==> config.mk <==
export PLATFORM = sky130hd
export DESIGN_NAME = centered_window_mean_filter_top
export DESIGN_NICKNAME = d
export VERILOG_FILES = /design/src/rtl/cwm_pkg.sv /design/src/rtl/cwm_ram.sv /design/src/rtl/cwm_alu.sv /design/src/rtl/centered_window_mean_filter_top.sv
export SDC_FILE = /design/constraint.sdc
export NUM_CORES = 1
export LEC_CHECK = 0
export BUFFER_PORTS_ARGS = -buffer_cell sky130_fd_sc_hd__buf_2
export CELL_PAD_IN_SITES_DETAIL_PLACEMENT = 1
export CELL_PAD_IN_SITES_GLOBAL_PLACEMENT = 1
export CORE_ASPECT_RATIO = 0.6
export CORE_MARGIN = 2
export CORE_UTILIZATION = 56
export CTS_BUF_LIST = sky130_fd_sc_hd__clkbuf_4
export CTS_CLUSTER_SIZE = 10
export DETAILED_ROUTE_END_ITERATION = 8
export PLACE_DENSITY_LB_ADDON = 0.12
export SYNTH_ARGS = -nofsm -noshare
export SYNTH_HDL_FRONTEND = slang
export SYNTH_SLANG_ARGS = --single-unit
==> constraint.sdc <==
create_clock -name clk -period 5.9 [get_ports clk]
set_input_delay 1.77 -clock clk [delete_from_list [all_inputs] [get_ports clk]]
set_output_delay 1.77 -clock clk [all_outputs]
set_load 0.1 [all_outputs]
==> src/rtl/cwm_pkg.sv <==
// Shared types and constants for the centered window mean filter.
`timescale 1ns / 1ps

package cwm_pkg;

	// Fixed field widths
	localparam int SAMPLE_W = 16;
	localparam int RADIUS_W = 4;
	localparam int COUNT_W  = 16;

	localparam logic [RADIUS_W-1:0] RADIUS_RESET = 4'd2;
	localparam logic [RADIUS_W-1:0] RADIUS_TOP   = 4'd15;
	localparam logic [COUNT_W-1:0]  COUNT_MAX    = 16'hFFFF;

	// Operation codes of the shared adder
	typedef enum logic {
		ALU_ADD = 1'b0,
		ALU_SUB = 1'b1
	} cwm_alu_op_t;

	// Sequencer states
	typedef enum logic [6:0] {
		ST_IDLE  = 7'b0000001,
		ST_CHECK = 7'b0000010,
		ST_SUM   = 7'b0000100,
		ST_NEG   = 7'b0001000,
		ST_DIV   = 7'b0010000,
		ST_SIGN  = 7'b0100000,
		ST_OUT   = 7'b1000000
	} cwm_state_t;

endpackage

==> src/rtl/cwm_ram.sv <==
// Generic single-port-write, single-port-read RAM with registered read data.
`timescale 1ns / 1ps

module cwm_ram #(
	parameter int WIDTH = 16,
	parameter int DEPTH = 32
) (
	input  logic                     clk,
	input  logic                     we,
	input  logic [$clog2(DEPTH)-1:0] waddr,
	input  logic [WIDTH-1:0]         wdata,
	input  logic                     re,
	input  logic [$clog2(DEPTH)-1:0] raddr,
	output logic [WIDTH-1:0]         rdata
);

	logic [WIDTH-1:0] mem_q [DEPTH];
	logic [WIDTH-1:0] rdata_q;

	// Write port
	always_ff @(posedge clk) begin
		if (we) begin
			mem_q[waddr] <= wdata;
		end
	end

	// Registered read port
	always_ff @(posedge clk) begin
		if (re) begin
			rdata_q <= mem_q[raddr];
		end
	end

	assign rdata = rdata_q;

endmodule

==> src/rtl/cwm_alu.sv <==
// Shared add/subtract unit used for accumulation, negation and division steps.
`timescale 1ns / 1ps

module cwm_alu #(
	parameter int W = 22
) (
	input  cwm_pkg::cwm_alu_op_t op,
	input  logic [W-1:0]         a,
	input  logic [W-1:0]         b,
	output logic [W-1:0]         y
);

	// Select sum or difference
	always_comb begin
		case (op)
			cwm_pkg::ALU_ADD: y = a + b;
			cwm_pkg::ALU_SUB: y = a - b;
			default:          y = a + b;
		endcase
	end

endmodule

==> src/rtl/centered_window_mean_filter_top.sv <==
// Top level of the centered window mean filter: sequencer, datapath and history RAM.
`timescale 1ns / 1ps

// Centered moving-average filter over a stream of signed 16-bit samples with
// a last flag. Each result is the truncated-toward-zero mean of the samples
// within window_radius positions on each side (radius capped at MAX_RADIUS),
// clipped at both ends of the sequence. Result i leaves once sample i+radius
// has arrived; a sample with tlast flushes every pending result, and the last
// result carries tlast. The block handles one input transaction at a time:
// s_tready is high only while idle. An input that releases no result
// goes from the check state straight back to idle. Each result walks the n
// samples in the clipped window (one RAM read per sample through the single
// history read port), takes the magnitude, runs one restoring divide step per
// cycle in the shared adder for each of the SUM_W accumulator bits (SUM_W is
// 16 + log2 of the history depth, 21 at the default), restores the sign and
// then waits out any output stall. The history RAM needs no clearing pass.
module centered_window_mean_filter_top #(
	parameter int MAX_RADIUS = 15
) (
	input  logic        clk,
	input  logic        arst_n,
	input  logic        cfg_wr_en,
	input  logic [3:0]  cfg_wr_data,  // window_radius
	input  logic        s_tvalid,
	output logic        s_tready,
	input  logic [15:0] s_tdata,      // [15:0] sample
	input  logic        s_tlast,      // is_final
	output logic        m_tvalid,
	input  logic        m_tready,
	output logic [15:0] m_tdata,      // [15:0] window_mean
	output logic        m_tlast       // is_end
);

	localparam int SW     = cwm_pkg::SAMPLE_W;
	localparam int CW     = cwm_pkg::COUNT_W;
	localparam int RW     = cwm_pkg::RADIUS_W;
	localparam int ADDR_W = $clog2(2 * MAX_RADIUS + 2);
	localparam int DEPTH  = 1 << ADDR_W;
	localparam int SUM_W  = SW + ADDR_W;
	localparam int AW     = SUM_W + 1;
	localparam int DCNT_W = $clog2(SUM_W + 1);
	localparam logic [RW-1:0] R_CAP =
		(MAX_RADIUS > 15) ? cwm_pkg::RADIUS_TOP : RW'(MAX_RADIUS);

	cwm_pkg::cwm_state_t state_q;
	logic [RW-1:0]       radius_q;
	logic [CW-1:0]       recv_q;
	logic [CW-1:0]       emit_q;
	logic                fin_q;
	logic                taken_q;
	logic                end_q;
	logic [CW-1:0]       j_q;
	logic [CW-1:0]       hi_q;
	logic [ADDR_W-1:0]   n_q;
	logic [SUM_W-1:0]    sum_q;
	logic                neg_q;
	logic [SUM_W-1:0]    quo_q;
	logic [ADDR_W-1:0]   rem_q;
	logic [DCNT_W-1:0]   dcnt_q;
	logic                rd_vq;
	logic                m_tvalid_q;
	logic [SW-1:0]       m_tdata_q;
	logic                m_tlast_q;

	logic                in_hs;
	logic                out_hs;
	logic [RW-1:0]       r_eff;
	logic [CW:0]         emit_plus_r;
	logic [CW-1:0]       last_pos;
	logic                pend;
	logic [CW-1:0]       lo;
	logic [CW-1:0]       hi;
	logic [ADDR_W-1:0]   n;
	logic                rd_en;
	logic [SW-1:0]       rd_data;
	logic [ADDR_W:0]     rem2;
	cwm_pkg::cwm_alu_op_t alu_op;
	logic [AW-1:0]       alu_a;
	logic [AW-1:0]       alu_b;
	logic [AW-1:0]       alu_y;

	assign in_hs  = s_tvalid && s_tready;
	assign out_hs = m_tvalid_q && m_tready;

	// Window bounds for the next pending centre
	always_comb begin
		r_eff       = (radius_q > R_CAP) ? R_CAP : radius_q;
		emit_plus_r = {1'b0, emit_q} + (CW + 1)'(r_eff);
		last_pos    = recv_q - 1'b1;
		if (fin_q) begin
			pend = emit_q < recv_q;
		end else begin
			pend = taken_q && (emit_plus_r < {1'b0, recv_q});
		end
		lo = (emit_q >= CW'(r_eff)) ? emit_q - CW'(r_eff) : '0;
		hi = (emit_plus_r > {1'b0, last_pos}) ? last_pos : emit_plus_r[CW-1:0];
		n  = ADDR_W'(hi - lo + 1'b1);
	end

	assign rd_en = (state_q == cwm_pkg::ST_SUM) && (j_q <= hi_q);
	assign rem2  = {rem_q, quo_q[SUM_W-1]};

	// History RAM
	cwm_ram #(
		.WIDTH(SW),
		.DEPTH(DEPTH)
	) u_hist (
		.clk  (clk),
		.we   (in_hs && (recv_q != cwm_pkg::COUNT_MAX)),
		.waddr(recv_q[ADDR_W-1:0]),
		.wdata(s_tdata),
		.re   (rd_en),
		.raddr(j_q[ADDR_W-1:0]),
		.rdata(rd_data)
	);

	// Route operands to the shared adder
	always_comb begin
		case (state_q)
			cwm_pkg::ST_SUM: begin
				alu_op = cwm_pkg::ALU_ADD;
				alu_a  = {sum_q[SUM_W-1], sum_q};
				alu_b  = {{(AW - SW){rd_data[SW-1]}}, rd_data};
			end
			cwm_pkg::ST_NEG: begin
				alu_op = cwm_pkg::ALU_SUB;
				alu_a  = '0;
				alu_b  = {sum_q[SUM_W-1], sum_q};
			end
			cwm_pkg::ST_DIV: begin
				alu_op = cwm_pkg::ALU_SUB;
				alu_a  = {{(AW - ADDR_W - 1){1'b0}}, rem2};
				alu_b  = {{(AW - ADDR_W){1'b0}}, n_q};
			end
			cwm_pkg::ST_SIGN: begin
				alu_op = cwm_pkg::ALU_SUB;
				alu_a  = '0;
				alu_b  = {1'b0, quo_q};
			end
			default: begin
				alu_op = cwm_pkg::ALU_ADD;
				alu_a  = '0;
				alu_b  = '0;
			end
		endcase
	end

	cwm_alu #(
		.W(AW)
	) u_alu (
		.op(alu_op),
		.a (alu_a),
		.b (alu_b),
		.y (alu_y)
	);

	// Configuration register
	always_ff @(posedge clk or negedge arst_n) begin
		if (!arst_n) begin
			radius_q <= cwm_pkg::RADIUS_RESET;
		end else if (cfg_wr_en) begin
			radius_q <= cfg_wr_data;
		end
	end

	// Sequencer and control counters
	always_ff @(posedge clk or negedge arst_n) begin
		if (!arst_n) begin
			state_q    <= cwm_pkg::ST_IDLE;
			recv_q     <= '0;
			emit_q     <= '0;
			fin_q      <= 1'b0;
			taken_q    <= 1'b0;
			rd_vq      <= 1'b0;
			m_tvalid_q <= 1'b0;
		end else begin
			case (state_q)
				cwm_pkg::ST_IDLE: begin
					if (in_hs) begin
						fin_q   <= s_tlast;
						taken_q <= recv_q != cwm_pkg::COUNT_MAX;
						if (recv_q != cwm_pkg::COUNT_MAX) begin
							recv_q <= recv_q + 1'b1;
						end
						state_q <= cwm_pkg::ST_CHECK;
					end
				end
				cwm_pkg::ST_CHECK: begin
					rd_vq <= 1'b0;
					if (pend) begin
						state_q <= cwm_pkg::ST_SUM;
					end else begin
						if (fin_q) begin
							recv_q <= '0;
							emit_q <= '0;
						end
						state_q <= cwm_pkg::ST_IDLE;
					end
				end
				cwm_pkg::ST_SUM: begin
					rd_vq <= rd_en;
					if (!rd_en) begin
						state_q <= cwm_pkg::ST_NEG;
					end
				end
				cwm_pkg::ST_NEG: begin
					state_q <= cwm_pkg::ST_DIV;
				end
				cwm_pkg::ST_DIV: begin
					if (dcnt_q == DCNT_W'(1)) begin
						state_q <= cwm_pkg::ST_SIGN;
					end
				end
				cwm_pkg::ST_SIGN: begin
					m_tvalid_q <= 1'b1;
					state_q    <= cwm_pkg::ST_OUT;
				end
				cwm_pkg::ST_OUT: begin
					if (out_hs) begin
						m_tvalid_q <= 1'b0;
						emit_q     <= emit_q + 1'b1;
						state_q    <= cwm_pkg::ST_CHECK;
					end
				end
				default: begin
					state_q <= cwm_pkg::ST_IDLE;
				end
			endcase
		end
	end

	// Datapath: window walk, magnitude, restoring divide, sign restore
	always_ff @(posedge clk) begin
		case (state_q)
			cwm_pkg::ST_CHECK: begin
				j_q   <= lo;
				hi_q  <= hi;
				n_q   <= n;
				sum_q <= '0;
				end_q <= fin_q && (emit_q == last_pos);
			end
			cwm_pkg::ST_SUM: begin
				if (rd_en) begin
					j_q <= j_q + 1'b1;
				end
				if (rd_vq) begin
					sum_q <= alu_y[SUM_W-1:0];
				end
			end
			cwm_pkg::ST_NEG: begin
				neg_q  <= sum_q[SUM_W-1];
				quo_q  <= sum_q[SUM_W-1] ? alu_y[SUM_W-1:0] : sum_q;
				rem_q  <= '0;
				dcnt_q <= DCNT_W'(SUM_W);
			end
			cwm_pkg::ST_DIV: begin
				dcnt_q <= dcnt_q - 1'b1;
				if (!alu_y[AW-1]) begin
					rem_q <= alu_y[ADDR_W-1:0];
					quo_q <= {quo_q[SUM_W-2:0], 1'b1};
				end else begin
					rem_q <= rem2[ADDR_W-1:0];
					quo_q <= {quo_q[SUM_W-2:0], 1'b0};
				end
			end
			cwm_pkg::ST_SIGN: begin
				m_tdata_q <= neg_q ? alu_y[SW-1:0] : quo_q[SW-1:0];
				m_tlast_q <= end_q;
			end
			default: begin
			end
		endcase
	end

	assign s_tready = (state_q == cwm_pkg::ST_IDLE);
	assign m_tvalid = m_tvalid_q;
	assign m_tdata  = m_tdata_q;
	assign m_tlast  = m_tlast_q;

endmodule

After elaboration in Yosys (flattened, before gate mapping)
Memories as Yosys holds them, arrays and structs flattened. A register that Yosys moved wholly into a read port is not among the register bits. Index checks and enable logic that the tools add are counted.

$add $sub $neg: 11. Bitwise gates (word level): 1. Equality and inequality tests: 19. $lt $le $gt $ge: 6. Multiplexer cells: 37. Reduce and logical (&&, ||, !) cells: 19.

Operators with widths (count): 2-to-1 mux 16 bit (9); one-hot mux 16 bit (2 select lines) (3); one-hot mux 22 bit (2 select lines) (2); one-hot mux 22 bit (4 select lines) (1); one-hot mux 21 bit (2 select lines) (2); one-hot mux 7 bit (7 select lines) (1); adder 16 x 1 -> 16 bit (second input constant) (3); 2-to-1 mux 21 bit (2); 2-to-1 mux 7 bit (4); adder 22 bit (1); subtractor 22 bit (1); one-hot mux 5 bit (2 select lines) (2); adder 16 x 4 -> 17 bit (1); > comparator 17 x 16 -> 1 bit (1); < comparator 17 x 16 -> 1 bit (1); equality test 16 bit (1); >= comparator 16 x 4 -> 1 bit (1); less-or-equal comparator 16 bit (1); < comparator 16 bit (1); inequality test 16 bit (second input constant) (1); subtractor 16 x 1 -> 16 bit (second input constant) (1); subtractor 16 x 4 -> 16 bit (1); inequality test 2 bit (second input constant) (7); nonzero test 2 bit (5); 24 further kinds (40).

Memories: 1. Register bits: 155. Word-level logic and storage cells: 113. RAM bits: 512.

Memories: u_hist.mem_q (words 32, width 16, rd ports 1, clocked after Yosys merged registers in 1, write ports 1, line cwm_ram.sv:17) `logic [WIDTH-1:0] mem_q [DEPTH];`.

Logic depth before layout (Yosys ltp)
Depth in word-level cells: 8. Depth in mapped cells: 27.

Cells and area by module
Synthesis repeated with hierarchy kept, for this count alone.

Cells, all modules: 2447. Area total of the unflattened synthesis: 32829.0 um2.

Modules (own cells, without submodules): cwm_ram (area an instance 20694.8 um2, sequential area each 15855.2 um2, cells an instance 1143, times used 1); centered_window_mean_filter_top (area an instance 10586.4 um2, sequential area each 4421.7 um2, cells an instance 1084, times used 1); cwm_alu (area an instance 1547.7 um2, sequential area each 0.0 um2, cells an instance 220, times used 1).

Worst setup path after synthesis
Ideal clock, no wire load.

Kind: reg-to-reg. Start: register recv_q[3]. End: register n_q[4] (data pin). Setup time: 0.261 ns. Slack: 0.815 ns. Arrival time: 4.824 ns. Path buffers: 3. Cell stages (with the launch flop): 25. Period minus slack after synthesis: 5.085 ns. Path through: dfrtp_1 -> buf_2 -> or3_1 -> clkbuf_1 -> nor3_1 -> nand3_1 -> or4_1 -> nor3_1 -> xnor2_1 -> ha_1 -> nand4_1 -> nor4_1 -> o21ai_0 -> o21ai_0 -> o21ai_1 -> clkbuf_1 -> nor2_1 -> a21oi_1 -> ha_1 -> ha_1 -> a21o_1 -> a21oi_1 -> xor2_1 -> xnor2_1 -> xnor2_1.

Cells in the longest elaborated chain, start to end: 5.

RTL lines: start: declaration (line centered_window_mean_filter_top.sv:47) `logic [CW-1:0] recv_q;`; start signal: assignment (line centered_window_mean_filter_top.sv:183) `recv_q <= recv_q + 1'b1;`; subtractor 16 x 1 -> 16 bit (line centered_window_mean_filter_top.sv:89) `last_pos = recv_q - 1'b1;`; > comparator 17 x 16 -> 1 bit (line centered_window_mean_filter_top.sv:96) `hi = (emit_plus_r > {1'b0, last_pos}) ? last_pos : emit_plus_r[CW-1:0];`; 2-to-1 mux 16 bit (line centered_window_mean_filter_top.sv:96); via hi[2] (line centered_window_mean_filter_top.sv:72) `logic [CW-1:0] hi;`; subtractor 5 bit (line centered_window_mean_filter_top.sv:97) `n = ADDR_W'(hi - lo + 1'b1);`; adder 5 x 1 -> 5 bit (line centered_window_mean_filter_top.sv:97); via n[4] (line centered_window_mean_filter_top.sv:73) `logic [ADDR_W-1:0] n;`; end signal: assignment (line centered_window_mean_filter_top.sv:238) `n_q <= n;`; end: declaration (line centered_window_mean_filter_top.sv:54) `logic [ADDR_W-1:0] n_q;`.

The timed path passes the listed nets, and every way through them passes these cells. A chain may end at the register's enable or synchronous reset.

Worst setup path in the final report
Start: register radius_q[1]. End: register n_q[4] (data pin).

Cells in the longest elaborated chain, start to end: 7. Elaborated cells on any way between the ends: 10. Those cells by class: add/sub: 4; order compare: 3; mux: 3.

RTL lines: start: declaration (line centered_window_mean_filter_top.sv:46) `logic [RW-1:0] radius_q;`; start signal: assignment (line centered_window_mean_filter_top.sv:160) `radius_q <= cwm_pkg::RADIUS_RESET;`; start signal: assignment (line centered_window_mean_filter_top.sv:162) `radius_q <= cfg_wr_data;`; > comparator 4 bit (line centered_window_mean_filter_top.sv:87) `r_eff = (radius_q > R_CAP) ? R_CAP : radius_q;`; 2-to-1 mux 4 bit (*) (line centered_window_mean_filter_top.sv:87); adder 16 x 4 -> 17 bit (line centered_window_mean_filter_top.sv:88) `emit_plus_r = {1'b0, emit_q} + (CW + 1)'(r_eff);`; > comparator 17 x 16 -> 1 bit (line centered_window_mean_filter_top.sv:96); 2-to-1 mux 16 bit (line centered_window_mean_filter_top.sv:96); subtractor 5 bit (*) (line centered_window_mean_filter_top.sv:97); adder 5 x 1 -> 5 bit (*) (line centered_window_mean_filter_top.sv:97); via n[4] (line centered_window_mean_filter_top.sv:73).

The timed path passes the listed nets; every way through them passes the cells marked *.

==> flow_summary_export.csv <==
group,metric,value,unit
status,status,"finished, final reports clean",
finish,final_core_utilization,63.1,%
routing,dr.pass1.iters,5,
place,placed_cell_area,33200,µm²
finish,design_area,35300,µm²
clock_network,numClockSinks,683,
finish,area_growth,11.1,%
sta,min_period,5530,ps
min_path,hold-path-cell-count,0,
clock_network,cts_root_buffer,"clkbuf_4",
finish,fin_nets,2355,
die,die_width,312,µm
finish,drive_gt1_share,26.7,%
die,core,55900,µm²
synthesis,synthSimpleGateAreaFrac,7.02,%
setup_path,critPathLaunchType,"flop",
synthesis,synthMuxAreaShare,13.3,%
min_path,hp-start,"end_q",
clock_network,cts_made_buffers,158,
min_path,hold_class,"reg2reg",
sta,drv_slew,0,
power_and_ir_drop,finalPower,15.4,mW
sta,maxSlewHeadroom,21.9,%
place,detailed_place_hpwl,57300,µm
synthesis,syn-num-nets,2177,
global_routing,grt_overflow,0,
place,placed_cells,2813,
global_routing,grt_usage,30.4,%
power_and_ir_drop,p_per_area,437,nW/µm²
finish,final_cells,3101,
global_routing,grt_pass1_vias,20592,
synthesis,synth_xor_area_share,3.47,%
synthesis,synthAdderAreaFrac,4.58,%
synthesis,ys_types,76,
synthesis,synth.cell_area,31800,µm²
die,start_util,56.8,%
routing,via_count,19749,
synthesis,synth_compound_area_share,6.00,%
synthesis,syn_area_per_cell,15.6,µm²
routing,drt_wl_total,87400,µm
routing,postRouteAntennaNets,0,
routing,drtIter0Drc,2143,
setup_path,required,6550,ps
clock_network,clock_latency,960,ps
setup_path,worstSetupEndpointType,"flop",
sta,skew,68.2,ps
run,maxCapViolCount,0,
setup_path,worstRegToRegCells,27,
clock_network,h-tree-depth,4,
die,die_y,189,µm
routing,drt-vias-per-instance,6.37,
setup_path,rr_startpoint,"radius_q[1]",
die,io_pins,45,
synthesis,synth_edf_count,636,
die,dieArea,58700,µm²
global_routing,grt_max_degree,75,
synthesis,yosys_warnings,0,
global_routing,antenna_found_initial,6,
sta,hold_viol,0,
sta,tightest_slew,1170,ps
sta,fmax,0.181,GHz
synthesis,synthArstFlopShare,6.88,%
global_routing,grt_pass1_wl,131000,µm
sta,setup_viol,0,
setup_path,critPathArrivalTime,6180,ps
synthesis,ys.flop_type,"edfxtp_1",
synthesis,synth_top_family_by_area,"multiplexers",
routing,drc_errors,0,
synthesis,ys_ff_latch,683,
synthesis,ys_seq_area_share,63.8,%
power_and_ir_drop,peakVddDrop,0.249,mV
die,fp-row-count,67,
clock_network,tritoncts,"done",
setup_path,path_class,"reg2reg",
clock_network,clock_path_buffers,3,
routing,avgRoutedWirePerCell,28.2,µm
place,port_buffers,44,
setup_path,startpoint,"radius_q[1]",
clock_network,clkTransAtPathRegs,70,ps
sta,fin_ws,375,ps
place,gp_congestion,0.896,
power_and_ir_drop,p_leak,12.5,nW
sta,fin_crit_sh,93.6,%
place,dp_slack,145,ps
synthesis,syn_inst,2037,
clock_network,holdBufCountCts,0,
setup_path,path_max_fanout,7,
[worst max-delay path: stages, from the launching register on]
cell      delay, ps
dfstp_2         560
inv_1            90
ha_1            350
inv_1            70
a21o_1          110
a21oi_1          90
o21bai_1        240
nand2_1         190
nor2_2          200
nand2_1         120
xnor2_2         300
ha_1            300
nor2b_1         130
o21ai_0         130
o21ai_0         120
nor4_2          270
o21ai_2         170
buf_4           180
nor2_1          170
a21o_1          130
ha_1            160
inv_1            70
ha_1            270
a21o_1          180
a21oi_1         180
xor2_1          240
xnor2_1         170
xnor2_1          80
[report_power, final]
part           switching (mW)  internal (mW)  total, mW
Clock                    1.97           1.96       3.93
Sequential              0.191           5.79       5.98
Combinational            3.25           2.26       5.51
Total                    5.41           10.0       15.4
[logic make-up (layout without fill, tap and decap cells)]
family | Yosys count | in the layout
buffers and inverters | 155 | 455
AO/OA/AOI/OAI | 295 | 295
AND/OR/NAND/NOR | 448 | 448
other | 0 | 5
XOR/XNOR | 125 | 125
adder cells (fa/ha/maj) | 114 | 114
flip-flops | 683 | 683
multiplexers | 217 | 217
[per-stage QoR]
| stage | hold slack (ps) | TNS, ps |
|---|---|---|
| floorplan | 400 | 0 |
| finish | 434 | 0 |
| global placement | 419 | 0 |
| CTS | 436 | 0 |
| global route | 441 | -35.2 |
| detailed placement | 419 | 0 |
[layout by cell type, fill, tap and decap left out, types with 60 or more instances in the layout]
| master | Yosys | layout |
|---|---|---|
| edfxtp_1 | 636 | 636 |
| ha_1 | 110 | 110 |
| mux4_2 | 160 | 160 |
| buf_4 | 0 | 67 |
| clkbuf_4 | 0 | 242 |
| inv_1 | 60 | 60 |
| nand2_1 | 110 | 110 |
| xnor2_1 | 77 | 75 |
| o21ai_0 | 84 | 84 |
| nor2_1 | 127 | 94 |
[timing repair]
item / 4_1_cts / 5_1_grt
buffers inserted: 0 / 1
endpoints found under the setup margin: 0 / 6
gates resized for setup: 0 / 10
[worst paths after layout]
path / slack (ps) / to
hold / removal: 430 / m_tlast
max in group asynchronous: 4470 / emit_q[3]
setup / recovery: 370 / n_q[4]
min in group asynchronous: 940 / m_tvalid
setup reg to reg: 370 / n_q[4]
hold reg to reg: 430 / m_tlast
[state kept, by name, indices dropped and copies added, names as in the netlist, 4 cells and up]
name / flops
u_hist.rdata: 16
recv_q: 16
u_hist.mem_q: 512
radius_q: 4
state_q: 7
quo_q: 21
hi_q: 16
dcnt_q: 5
m_tdata: 16
rem_q: 5
n_q: 5
j_q: 16
emit_q: 16
sum_q: 21
[area by class of cell]
type                            instances  area [µm²]
Fill cell                            5172       20600
Sequential cell                       683       20300
Multi-Input combinational cell       1199       11100
Clock buffer                          242        1820
Tap cell                              759         950
Timing Repair Buffer                  111         723
Clock inverter                         40         240
Inverter                               62         233
Antenna cell                            5        12.5
[per-layer routing]
metal | global-route usage (%) | share of wire [%] | up-vias
li1 | - | - | 8408
met5 | 0 | 0.042 | -
met3 | 8.51 | 9.5 | 172
met4 | 7.97 | 2.1 | 6
met1 | 45.0 | 44 | 10199
met2 | 44.6 | 44 | 964
[cell usage after synthesis, types with 4 or more instances]
library cell / n / area [µm²]
a2111oi_0: 4 / 35.0
a211oi_1: 5 / 37.5
a21o_1: 24 / 180
a21oi_1: 56 / 280
a22o_1: 18 / 158
a22oi_1: 17 / 128
a31oi_1: 7 / 43.8
a41oi_1: 4 / 35.0
and2_1: 38 / 238
and3_1: 13 / 81.3
buf_1: 21 / 78.8
clkbuf_1: 68 / 255
dfrtp_1: 45 / 1130
edfxtp_1: 636 / 19100
fa_1: 4 / 80.1
ha_1: 110 / 1380
inv_1: 60 / 225
mux2_2: 34 / 383
mux2i_1: 23 / 230
mux4_2: 160 / 3600
nand2_1: 110 / 413
nand2b_1: 5 / 31.3
nand3_1: 40 / 200
nand4_1: 18 / 113
nor2_1: 127 / 477
nor2b_1: 15 / 93.8
nor3_1: 27 / 135
nor4_1: 10 / 62.6
o2111ai_1: 4 / 35.0
o21a_1: 25 / 188
o21ai_0: 84 / 420
o21bai_1: 7 / 52.6
o22ai_1: 12 / 75.1
or2_2: 5 / 31.3
or3_1: 13 / 81.3
or4_1: 5 / 37.5
xnor2_1: 77 / 674
xor2_1: 47 / 412
No activity file was read; power rests on OpenSTA's default activity.
